===== src/sv/pfe_pkg.sv =====
package pfe_pkg;

    // Stack capacity and the split between register cache and memory
    localparam int STACK_DEPTH = 64;
    localparam int CACHE_DEPTH = 4;   // top entries kept in flops, at least 2
    localparam int QUEUE_DEPTH = 4;   // power of two

    localparam int CHAR_W  = 8;
    localparam int DIGIT_W = 4;
    localparam int VALUE_W = 32;

    localparam int MEM_AW = (STACK_DEPTH > 1) ? $clog2(STACK_DEPTH) : 1;
    localparam int CNT_W  = $clog2(STACK_DEPTH + 1);
    localparam int CC_W   = $clog2(CACHE_DEPTH + 1);
    localparam int QA_W   = (QUEUE_DEPTH > 1) ? $clog2(QUEUE_DEPTH) : 1;
    localparam int QC_W   = $clog2(QUEUE_DEPTH + 1);

    // Character codes
    localparam logic [CHAR_W-1:0] CHAR_ZERO  = 8'h30;
    localparam logic [CHAR_W-1:0] CHAR_ONE   = 8'h31;
    localparam logic [CHAR_W-1:0] CHAR_NINE  = 8'h39;
    localparam logic [CHAR_W-1:0] CHAR_PLUS  = 8'h2B;
    localparam logic [CHAR_W-1:0] CHAR_MINUS = 8'h2D;
    localparam logic [CHAR_W-1:0] CHAR_STAR  = 8'h2A;

    // Value read from an empty stack
    localparam logic [VALUE_W-1:0] EMPTY_VALUE = 32'hFFFF_FFFF;

    typedef enum logic [2:0] {
        OP_NOP,
        OP_PUSH,
        OP_ADD,
        OP_SUB,
        OP_MUL
    } op_t;

    // Classified character as it travels from front to back
    typedef struct packed {
        op_t                op;
        logic [DIGIT_W-1:0] digit;
        logic               last;
    } cmd_t;

endpackage


===== src/sv/pfe_front.sv =====
module pfe_front
    import pfe_pkg::*;
(
    input  logic              s_valid,
    output logic              s_ready,
    input  logic [CHAR_W-1:0] s_character,
    input  logic              s_last_char,
    input  logic              q_full,
    output logic              q_wr_en,
    output cmd_t              q_cmd
);

    logic [CHAR_W-1:0] digit_code;

    assign s_ready    = !q_full;
    assign q_wr_en    = s_valid && !q_full;
    assign digit_code = s_character - CHAR_ZERO;

    // Decode the character into a stack command
    always_comb begin
        q_cmd.digit = digit_code[DIGIT_W-1:0];
        q_cmd.last  = s_last_char;
        priority if (s_character >= CHAR_ONE && s_character <= CHAR_NINE) begin
            q_cmd.op = OP_PUSH;
        end else if (s_character == CHAR_PLUS) begin
            q_cmd.op = OP_ADD;
        end else if (s_character == CHAR_MINUS) begin
            q_cmd.op = OP_SUB;
        end else if (s_character == CHAR_STAR) begin
            q_cmd.op = OP_MUL;
        end else begin
            q_cmd.op = OP_NOP;
        end
    end

endmodule


===== src/sv/pfe_queue.sv =====
module pfe_queue
    import pfe_pkg::*;
(
    input  logic aclk,
    input  logic aresetn,
    input  logic wr_en,
    input  cmd_t wr_cmd,
    output logic full,
    output logic rd_valid,
    input  logic rd_en,
    output cmd_t rd_cmd
);

    cmd_t            slot_reg [QUEUE_DEPTH];
    logic [QA_W-1:0] wr_ptr_reg, wr_ptr_next;
    logic [QA_W-1:0] rd_ptr_reg, rd_ptr_next;
    logic [QC_W-1:0] cnt_reg, cnt_next;
    logic            do_wr, do_rd;

    assign full     = (cnt_reg == QC_W'(QUEUE_DEPTH));
    assign rd_valid = (cnt_reg != '0);
    assign rd_cmd   = slot_reg[rd_ptr_reg];
    assign do_wr    = wr_en && !full;
    assign do_rd    = rd_en && rd_valid;

    // Pointer and occupancy update
    always_comb begin
        wr_ptr_next = do_wr ? wr_ptr_reg + 1'b1 : wr_ptr_reg;
        rd_ptr_next = do_rd ? rd_ptr_reg + 1'b1 : rd_ptr_reg;
        cnt_next    = cnt_reg + QC_W'(do_wr) - QC_W'(do_rd);
    end

    always_ff @(posedge aclk) begin
        if (!aresetn) begin
            wr_ptr_reg <= '0;
            rd_ptr_reg <= '0;
            cnt_reg    <= '0;
        end else begin
            wr_ptr_reg <= wr_ptr_next;
            rd_ptr_reg <= rd_ptr_next;
            cnt_reg    <= cnt_next;
        end
    end

    // Slot storage
    always_ff @(posedge aclk) begin
        if (do_wr) begin
            slot_reg[wr_ptr_reg] <= wr_cmd;
        end
    end

endmodule


===== src/sv/pfe_back.sv =====
module pfe_back
    import pfe_pkg::*;
(
    input  logic               aclk,
    input  logic               aresetn,
    input  logic               q_valid,
    input  cmd_t               q_cmd,
    output logic               q_take,
    output logic               m_valid,
    input  logic               m_ready,
    output logic [VALUE_W-1:0] m_value,
    output logic               m_overflowed
);

    // Stack below the cached top entries
    logic [VALUE_W-1:0] stack_mem [STACK_DEPTH];

    // Top-of-stack cache, index 0 is the top
    logic [VALUE_W-1:0] cache_reg [CACHE_DEPTH];
    logic [VALUE_W-1:0] cache_next [CACHE_DEPTH];
    logic [CC_W-1:0]    ccnt_reg, ccnt_next;
    logic [CNT_W-1:0]   mcnt_reg, mcnt_next;
    logic               pend_reg, pend_next;
    logic [VALUE_W-1:0] rdata_reg;
    logic               ovf_reg, ovf_next;
    logic               m_valid_reg, m_valid_next;
    logic [VALUE_W-1:0] m_value_reg, m_value_next;
    logic               m_ovf_reg, m_ovf_next;

    logic [VALUE_W-1:0] eff [CACHE_DEPTH];
    logic [CC_W-1:0]    eff_cnt;
    logic [VALUE_W-1:0] a_val, b_val, prod, ar_res, push_val;
    logic               is_arith, ok_two, ok_one, data_ok, out_free, go;
    logic               spill, issue, ovf_set;
    logic [VALUE_W-1:0] spill_data, res;
    logic [CNT_W-1:0]   rd_cnt;

    // Cache as seen this cycle: flops plus the refill word landing at the bottom
    always_comb begin
        for (int i = 0; i < CACHE_DEPTH; i++) begin
            eff[i] = (CC_W'(i) < ccnt_reg) ? cache_reg[i] : rdata_reg;
        end
    end
    assign eff_cnt = ccnt_reg + CC_W'(pend_reg);

    // Operands and the arithmetic unit
    assign b_val = (eff_cnt != '0) ? eff[0] : EMPTY_VALUE;
    assign a_val = (eff_cnt > CC_W'(1)) ? eff[1] : EMPTY_VALUE;
    assign prod  = a_val * b_val;

    always_comb begin
        unique case (q_cmd.op)
            OP_ADD:  ar_res = a_val + b_val;
            OP_SUB:  ar_res = a_val - b_val;
            OP_MUL:  ar_res = prod;
            default: ar_res = '0;
        endcase
    end

    assign is_arith = (q_cmd.op == OP_ADD) || (q_cmd.op == OP_SUB) || (q_cmd.op == OP_MUL);
    assign push_val = is_arith ? ar_res : VALUE_W'(q_cmd.digit);

    // Wait until the entries the command reads sit in the cache
    assign ok_two   = (eff_cnt >= CC_W'(2)) || (mcnt_reg == '0);
    assign ok_one   = (eff_cnt != '0) || (mcnt_reg == '0);
    assign out_free = !m_valid_reg || m_ready;

    always_comb begin
        unique case (q_cmd.op)
            OP_ADD, OP_SUB, OP_MUL: data_ok = ok_two;
            OP_PUSH, OP_NOP:        data_ok = !q_cmd.last || ok_one;
            default:                data_ok = 1'b1;
        endcase
    end

    assign go     = q_valid && data_ok && (!q_cmd.last || out_free);
    assign q_take = go;

    // Execute one command on the cache
    always_comb begin
        logic [CNT_W:0] held;
        cache_next = eff;
        ccnt_next  = eff_cnt;
        spill      = 1'b0;
        spill_data = eff[CACHE_DEPTH-1];
        ovf_set    = 1'b0;
        res        = EMPTY_VALUE;
        held       = '0;
        if (go) begin
            // operator pops B then A
            for (int p = 0; p < 2; p++) begin
                if (is_arith && ccnt_next != '0) begin
                    for (int i = 0; i < CACHE_DEPTH - 1; i++) begin
                        cache_next[i] = cache_next[i + 1];
                    end
                    ccnt_next = ccnt_next - 1'b1;
                end
            end
            // push or set overflow; spill the bottom entry if the cache is full
            held = {1'b0, mcnt_reg} + (CNT_W + 1)'(ccnt_next);
            if (is_arith || q_cmd.op == OP_PUSH) begin
                if (held == (CNT_W + 1)'(STACK_DEPTH)) begin
                    ovf_set = 1'b1;
                end else begin
                    if (ccnt_next == CC_W'(CACHE_DEPTH)) begin
                        spill      = 1'b1;
                        spill_data = cache_next[CACHE_DEPTH-1];
                    end else begin
                        ccnt_next = ccnt_next + 1'b1;
                    end
                    for (int i = CACHE_DEPTH - 1; i > 0; i--) begin
                        cache_next[i] = cache_next[i - 1];
                    end
                    cache_next[0] = push_val;
                end
            end
            // end of expression: report the top and pop it
            if (q_cmd.last) begin
                if (ccnt_next != '0) begin
                    res = cache_next[0];
                    for (int i = 0; i < CACHE_DEPTH - 1; i++) begin
                        cache_next[i] = cache_next[i + 1];
                    end
                    ccnt_next = ccnt_next - 1'b1;
                end
            end
        end
    end

    // Refill the cache from memory, one word per cycle unless spilling or full
    assign issue     = (mcnt_reg != '0) && !spill && (ccnt_next < CC_W'(CACHE_DEPTH));
    assign rd_cnt    = mcnt_reg - 1'b1;
    assign pend_next = issue;
    assign mcnt_next = mcnt_reg + CNT_W'(spill) - CNT_W'(issue);

    // Sticky overflow and the output register
    always_comb begin
        ovf_next     = ovf_reg || ovf_set;
        m_valid_next = m_valid_reg && !m_ready;
        m_value_next = m_value_reg;
        m_ovf_next   = m_ovf_reg;
        if (go && q_cmd.last) begin
            m_valid_next = 1'b1;
            m_value_next = res;
            m_ovf_next   = ovf_reg || ovf_set;
            ovf_next     = 1'b0;
        end
    end

    always_ff @(posedge aclk) begin
        if (!aresetn) begin
            ccnt_reg    <= '0;
            mcnt_reg    <= '0;
            pend_reg    <= 1'b0;
            ovf_reg     <= 1'b0;
            m_valid_reg <= 1'b0;
        end else begin
            ccnt_reg    <= ccnt_next;
            mcnt_reg    <= mcnt_next;
            pend_reg    <= pend_next;
            ovf_reg     <= ovf_next;
            m_valid_reg <= m_valid_next;
        end
    end

    // Payload registers
    always_ff @(posedge aclk) begin
        cache_reg   <= cache_next;
        m_value_reg <= m_value_next;
        m_ovf_reg   <= m_ovf_next;
    end

    // Stack memory: one write and one registered read per cycle
    always_ff @(posedge aclk) begin
        if (spill) begin
            stack_mem[mcnt_reg[MEM_AW-1:0]] <= spill_data;
        end
        if (issue) begin
            rdata_reg <= stack_mem[rd_cnt[MEM_AW-1:0]];
        end
    end

    assign m_valid      = m_valid_reg;
    assign m_value      = m_value_reg;
    assign m_overflowed = m_ovf_reg;

endmodule


===== src/sv/postfix_expression_evaluator.sv =====
// Channel   Ports                                   Direction   Moves
// -------   -------------------------------------   ---------   ----------------------
// input     s_valid s_ready s_character s_last_char  in          one character per transfer
// result    m_valid m_ready m_value m_overflowed     out         one value per expression
//
// One character per cycle while s_ready is high; results go through the queue and the
// output register. The top four stack entries live in flops; an operator waits for each
// of its two operands that must come back from the stack memory (one read per cycle).
// Reset clears the stack counts and overflow flag at once; memory contents are not cleared.
// A stalled result holds in its output register while the back end keeps working
// until the next last character; a short queue absorbs input during back-end waits.
module postfix_expression_evaluator
    import pfe_pkg::*;
(
    input  logic                      aclk,
    input  logic                      aresetn,
    input  logic                      s_valid,
    output logic                      s_ready,
    input  logic [CHAR_W-1:0]         s_character,
    input  logic                      s_last_char,
    output logic                      m_valid,
    input  logic                      m_ready,
    output logic signed [VALUE_W-1:0] m_value,
    output logic                      m_overflowed
);

    logic               q_full, q_wr_en, q_valid, q_take;
    cmd_t               q_wr_cmd, q_rd_cmd;
    logic [VALUE_W-1:0] value_raw;

    pfe_front u_front (
        .s_valid     (s_valid),
        .s_ready     (s_ready),
        .s_character (s_character),
        .s_last_char (s_last_char),
        .q_full      (q_full),
        .q_wr_en     (q_wr_en),
        .q_cmd       (q_wr_cmd)
    );

    pfe_queue u_queue (
        .aclk     (aclk),
        .aresetn  (aresetn),
        .wr_en    (q_wr_en),
        .wr_cmd   (q_wr_cmd),
        .full     (q_full),
        .rd_valid (q_valid),
        .rd_en    (q_take),
        .rd_cmd   (q_rd_cmd)
    );

    pfe_back u_back (
        .aclk         (aclk),
        .aresetn      (aresetn),
        .q_valid      (q_valid),
        .q_cmd        (q_rd_cmd),
        .q_take       (q_take),
        .m_valid      (m_valid),
        .m_ready      (m_ready),
        .m_value      (value_raw),
        .m_overflowed (m_overflowed)
    );

    assign m_value = signed'(value_raw);

endmodule


===== config.mk =====
export PLATFORM = sky130hd
export DESIGN_NAME = postfix_expression_evaluator
export DESIGN_NICKNAME = d
export VERILOG_FILES = /design/src/sv/pfe_pkg.sv /design/src/sv/pfe_front.sv /design/src/sv/pfe_queue.sv /design/src/sv/pfe_back.sv /design/src/sv/postfix_expression_evaluator.sv
export SDC_FILE = /design/constraint.sdc
export NUM_CORES = 2
export LEC_CHECK = 0
export BUFFER_PORTS_ARGS = -buffer_cell sky130_fd_sc_hd__buf_2
export CAP_MARGIN = 20
export CELL_PAD_IN_SITES_DETAIL_PLACEMENT = 0
export CELL_PAD_IN_SITES_GLOBAL_PLACEMENT = 1
export CORE_MARGIN = 2
export CORE_UTILIZATION = 40
export DETAILED_ROUTE_END_ITERATION = 10
export PLACE_DENSITY = 0.73
export SKIP_LAST_GASP = 1
export SLEW_MARGIN = 20
export SYNTH_ARGS = -nofsm -noshare
export SYNTH_HDL_FRONTEND = slang
export SYNTH_SLANG_ARGS = --single-unit

===== constraint.sdc =====
create_clock -name aclk -period 13.44 [get_ports aclk]
set_input_delay 3.36 -clock aclk [delete_from_list [all_inputs] [get_ports aclk]]
set_output_delay 3.36 -clock aclk [all_outputs]
set_load 0.05 [all_outputs]

* After elaboration in Yosys (flattened, before gate mapping)
Memory sizes are Yosys's and may differ from the RTL's. A register that Yosys moved wholly into a read port is not among the register bits.
Index checks and enable logic that the tools add are counted.
** Word-level totals
- Bits in registers :: 181
- RAM bits :: 2080
- Input port bits :: 13
- Output and inout port bits :: 35
- Logic and storage cells :: 135
- Memories :: 2
** Memory list
- u_back.stack_mem :: words 64, bits a word 32, read ports 1, clocked after Yosys merged registers in 1, wr ports 1, line pfe_back.sv:16 : logic [VALUE_W-1:0] stack_mem [STACK_DEPTH];
- u_queue.slot_reg :: words 4, bits a word 8, read ports 1, clocked after Yosys merged registers in 1, wr ports 1, line pfe_queue.sv:14 : cmd_t slot_reg [QUEUE_DEPTH];
** Operators by class
- $add $sub $neg :: 16
- $mul :: 1
- Order comparisons :: 9
- Equality and inequality tests :: 10
- Mux-type cells :: 45
- Bitwise gates (word level) :: 1
- Reduce and logical (&&, ||, !) cells :: 37
** Operator list (count)
- $mux 128 :: 3
- $mux 96 :: 4
- $mux 32 :: 7
- $pmux 32 s3 :: 1
- $mux 3 :: 15
- $add 32x32->32 :: 1
- $mul 32x32->32 :: 1
- $sub 32x32->32 :: 1
- $eq 8x6->1 const B :: 3
- $logic_and 1x1->1 :: 12
- $mux 1 :: 12
- $reduce_bool 3->1 :: 4
- $eq 3x3->1 const B :: 3
- $logic_or 1x1->1 :: 9
- $sub 3x1->3 const B :: 3
- $add 7x3->8 :: 1
- $eq 8x7->1 const B :: 1
- $ge 8x6->1 const B :: 1
- $le 8x6->1 const B :: 1
- $add 7x1->7 :: 1
- $logic_not 7->1 :: 1
- $reduce_bool 7->1 :: 1
- $sub 7x1->7 :: 1
- $add 3x1->3 :: 2
- other kinds (20) :: 30

* Depth between registers and ports, before layout
- Depth in word-level cells :: 24
- Mapped depth :: 44
- Depth with buffers taken out :: 38

* Modules after synthesis
Synthesis repeated with hierarchy kept, for this count alone.
** Unflattened totals
- Cells, all modules :: 6846
- Area total of the unflattened synthesis :: 110327.1 um2
** Modules (own cells, without submodules)
- pfe_back :: instances 1, cells an instance 6735, area an instance 108544.1 um2, sequential area each 66273.6 um2
- pfe_queue :: instances 1, cells an instance 91, area an instance 1637.8 um2, sequential area each 1141.1 um2
- pfe_front :: instances 1, cells an instance 20, area an instance 145.1 um2, sequential area each 0.0 um2

* Least setup slack after synthesis
Ideal clock, no wire load.
- Path kind :: flip-flop to flip-flop
- Start point :: register u_back.ccnt_reg[0]
- End point :: register u_back.m_value_reg[31] (netlist: u_back.m_value[31]), data pin
- Setup time :: 0.262 ns
- Arrival :: 9.426 ns
- Data required time :: 13.178 ns
- Setup slack :: 3.752 ns
- Cell stages (with the launch flop) :: 36
- Path buffers :: 6
- Clock period less this slack :: 9.688 ns
- Cells stage by stage :: dfxtp_1 ha_1 ha_1 xor2_1 inv_1 ha_1 inv_1 clkbuf_1 clkbuf_1 buf_2 clkbuf_1 buf_1 and3_1 clkbuf_1 nor2_1 fa_1 inv_1 fa_1 fa_1 fa_1 inv_1 fa_1 fa_1 fa_1 fa_1 ha_1 a21o_1 a21o_1 a21o_1 a21oi_1 nor2b_1 a2111oi_0 o31ai_1 xnor3_1 a221oi_2 o21ai_1
** On the way
- Longest elaborated chain between the ends :: 16
- Elaborated cells between the ends (all ways) :: 46
- Those cells by class :: add/sub: 7; mul: 1; order compare: 5; eq/ne: 2; mux: 20; reduce/logical: 11
** RTL lines
- from (decl) :: line pfe_back.sv:21 : logic [CC_W-1:0] ccnt_reg, ccnt_next;
- from (signal assigned) :: line pfe_back.sv:158 : ccnt_reg <= ccnt_next;
- branches (longest 16 deep; another with $mul 32x32->32)
- to (signal assigned) :: line pfe_back.sv:169 : m_value_reg <= m_value_next;
- to (decl) :: line pfe_back.sv:27 : logic [VALUE_W-1:0] m_value_reg, m_value_next;
Several ways; the timed one is not identified. The select of a mux whose other input is x is not followed.
A chain may end at the register's enable or synchronous reset.

* Final worst setup path
- Start point :: register u_back.ccnt_reg[0]
- End point :: register u_back.m_value_reg[30] (netlist: u_back.m_value[30]), data pin
The elaborated chain is that of the path after synthesis.

==> flow_summary.json <==
{
  "status": "finished clean",
  "syn_area_per_cell_um2": 16.1,
  "grt_pass1_wl_mm": 468,
  "yosys-top-cells-area": "edfxtp_1 58%, mux4_2 14%, fa_1 7.4%, dfxtp_1 2.7%, ha_1 2.2%",
  "worstRegToRegCells": 31,
  "worst_path_largest_cell_delay_ps": 950,
  "layout_min_cycle_time_ps": 11110,
  "largest_register_ffs": 2048,
  "async_reset_ff_share_pct": 0,
  "die_w_um": 530,
  "synth_area_leader_cell": "edfxtp_1",
  "ys_seq_area_share_pct": 60.9,
  "antenna_found_initial": 18,
  "synth_nets": 7481,
  "slew_headroom_pct": 18.0,
  "ios": 48,
  "vias": 64200,
  "drtIter0Drc": 8027,
  "cts_hold_buf": 0,
  "insertion_delay_ps": 890,
  "ant_nets": 0,
  "crit_path_top_delay_cell": "and2_1",
  "drt_wl_total_mm": 329,
  "crit_type": "reg -> reg",
  "dr.pass1.iters": 6,
  "vias_per_cell": 5.92,
  "dieArea_um2": 281000,
  "hold_depth": 1,
  "slew_viol_final": 0,
  "synth-main-ff-cell": "edfxtp_1",
  "overflow": 0,
  "critPathMaxFanout": 36,
  "synth_top_area_share_pct": 58.2,
  "drv_cap": 0,
  "rows": 193,
  "ys_ff_latch": 2295,
  "fmaxAchievable_mhz": 90.0,
  "cts_root_buf": "clkbuf_16",
  "critPathLaunchType": "flip-flop",
  "clock_path_buffers": 4,
  "setup_tns_ps": 0,
  "clock_sinks": 2295,
  "finalSetupViolCount": 0,
  "synthCells": 6861,
  "grt_start_max_net_pins": 107,
  "place.gp.congestion": 0.957,
  "min_path_type": "reg -> reg",
  "wl_per_cell_um": 30.3,
  "cts_buffers": 218,
  "drc_errors": 0,
  "required_ps": 13960,
  "drive_gt1_share_pct": 20.5,
  "dpl.hpwl_mm": 203,
  "numPortBuffers": 47,
  "yosysUniqueCellTypes": 99,
  "fin_nets": 7576,
  "worst_pin_slew_ps": 1220,
  "grtUsageTotal_pct": 23.3,
  "synth_edf_count": 2145,
  "syn_to_final_growth_pct": 11.1,
  "syn_area_um2": 111000,
  "final_cell_mix": "2145 x edfxtp_1, 680 x mux4_2, 551 x nor2_1, 444 x nand2_1, 431 x inv_1",
  "critical_path_arrival_ps": 11630,
  "core_area_um2": 276000,
  "hold_violations": 0,
  "worst_clock_skew_ps": 111,
  "first_global_vias": 63400,
  "initial_utilization_pct": 40.1,
  "die_h_um": 530,
  "min_period_over_period_pct": 82.7,
  "clk_pin_slew_ps": 60,
  "yosysWarnings": 0,
  "cts_resized": 0,
  "rsz0062_at_grt": "no",
  "layout_commonest_cell": "edfxtp_1",
  "crit_top_cell": "fa_1",
  "endpoint_kind": "flip-flop",
  "cts_tree": "yes",
  "postCtsSetupBuffers": 0,
  "h-tree-depth": 4
}
==> layout make-up <==
cell class	instances	area (um^2)
fillers	23700	153000
flip-flops and latches	2295	67400
multi-input cells	3705	40500
clock buffers	267	5680
well taps	3705	4640
repair buffers	257	1880
inverters	479	1820
clock inverters	125	1130
diodes	9	22.5
==> cells in the mapped netlist, drive strengths merged, types with 111 or more instances <==
cell,count
mux4,680
o21ai,176
ha,195
nor2,606
edfxtp,2145
xnor2,111
dfxtp,150
buf,113
clkbuf,269
mux2i,139
a21oi,216
nand2,451
inv,462
fa,412
==> cell families (layout without fill, tap and decap cells) <==
kind of cell               Yosys count  after routing  synth area share [%]
muxes                              859            859                  15.6
DFF                               2295           2295                  60.9
adders and majority gates          608            608                  9.66
xor gates and xnor gates           143            143                  1.18
other                                0              9                     0
buffers and inverters              861           1128                  3.06
AOI/OAI and AO/OA                  786            786                  4.61
and+or+nand+nor                   1309           1309                  5.03
==> per-layer routing <==
layer	routed length, um	GRT usage (%)
met1	132000	32.5
met2	153000	36.2
met4	13900	8.87
met5	99	0
met3	30300	4.25
==> metrics by stage <==
step           util (%)  setup WS, ps  instances  area [um^2]  hold WS (ps)
2_1_floorplan         -          3750       6861       111000           480
3_3_place_gp       42.1          2700      10400       116000           493
3_5_place_dp       42.1          2480      10400       116000           514
4_1_cts            44.6          2450      10800       123000           529
5_1_grt            44.6          1880      10800       123000           544
6_report           44.6          2330      10800       123000           520
==> final timing paths <==
kind                                 start                               end  slack [ps]
max          u_back.ccnt_reg[0]$_SDFF_PN0_  u_back.m_value[30]$_SDFFCE_PN1P_        2330
min              u_back.ovf_reg$_SDFF_PP0_     u_back.m_overflowed$_DFFE_PP_         520
max reg2reg  u_back.ccnt_reg[0]$_SDFF_PN0_  u_back.m_value[30]$_SDFFCE_PN1P_        2330
min reg2reg      u_back.ovf_reg$_SDFF_PP0_     u_back.m_overflowed$_DFFE_PP_         520
==> critical path, delay by kind of cell (launching register included) <==
kind / cells / cell delay [ps]
simple gates: 8 / 2220
xor+xnor: 2 / 700
flops: 1 / 530
fa+ha+maj: 12 / 5220
compound gates: 4 / 950
buf+inv: 5 / 1170
Power is not shown: default switching activity piles up to over one toggle a cycle in this logic, so the estimate is an artifact.
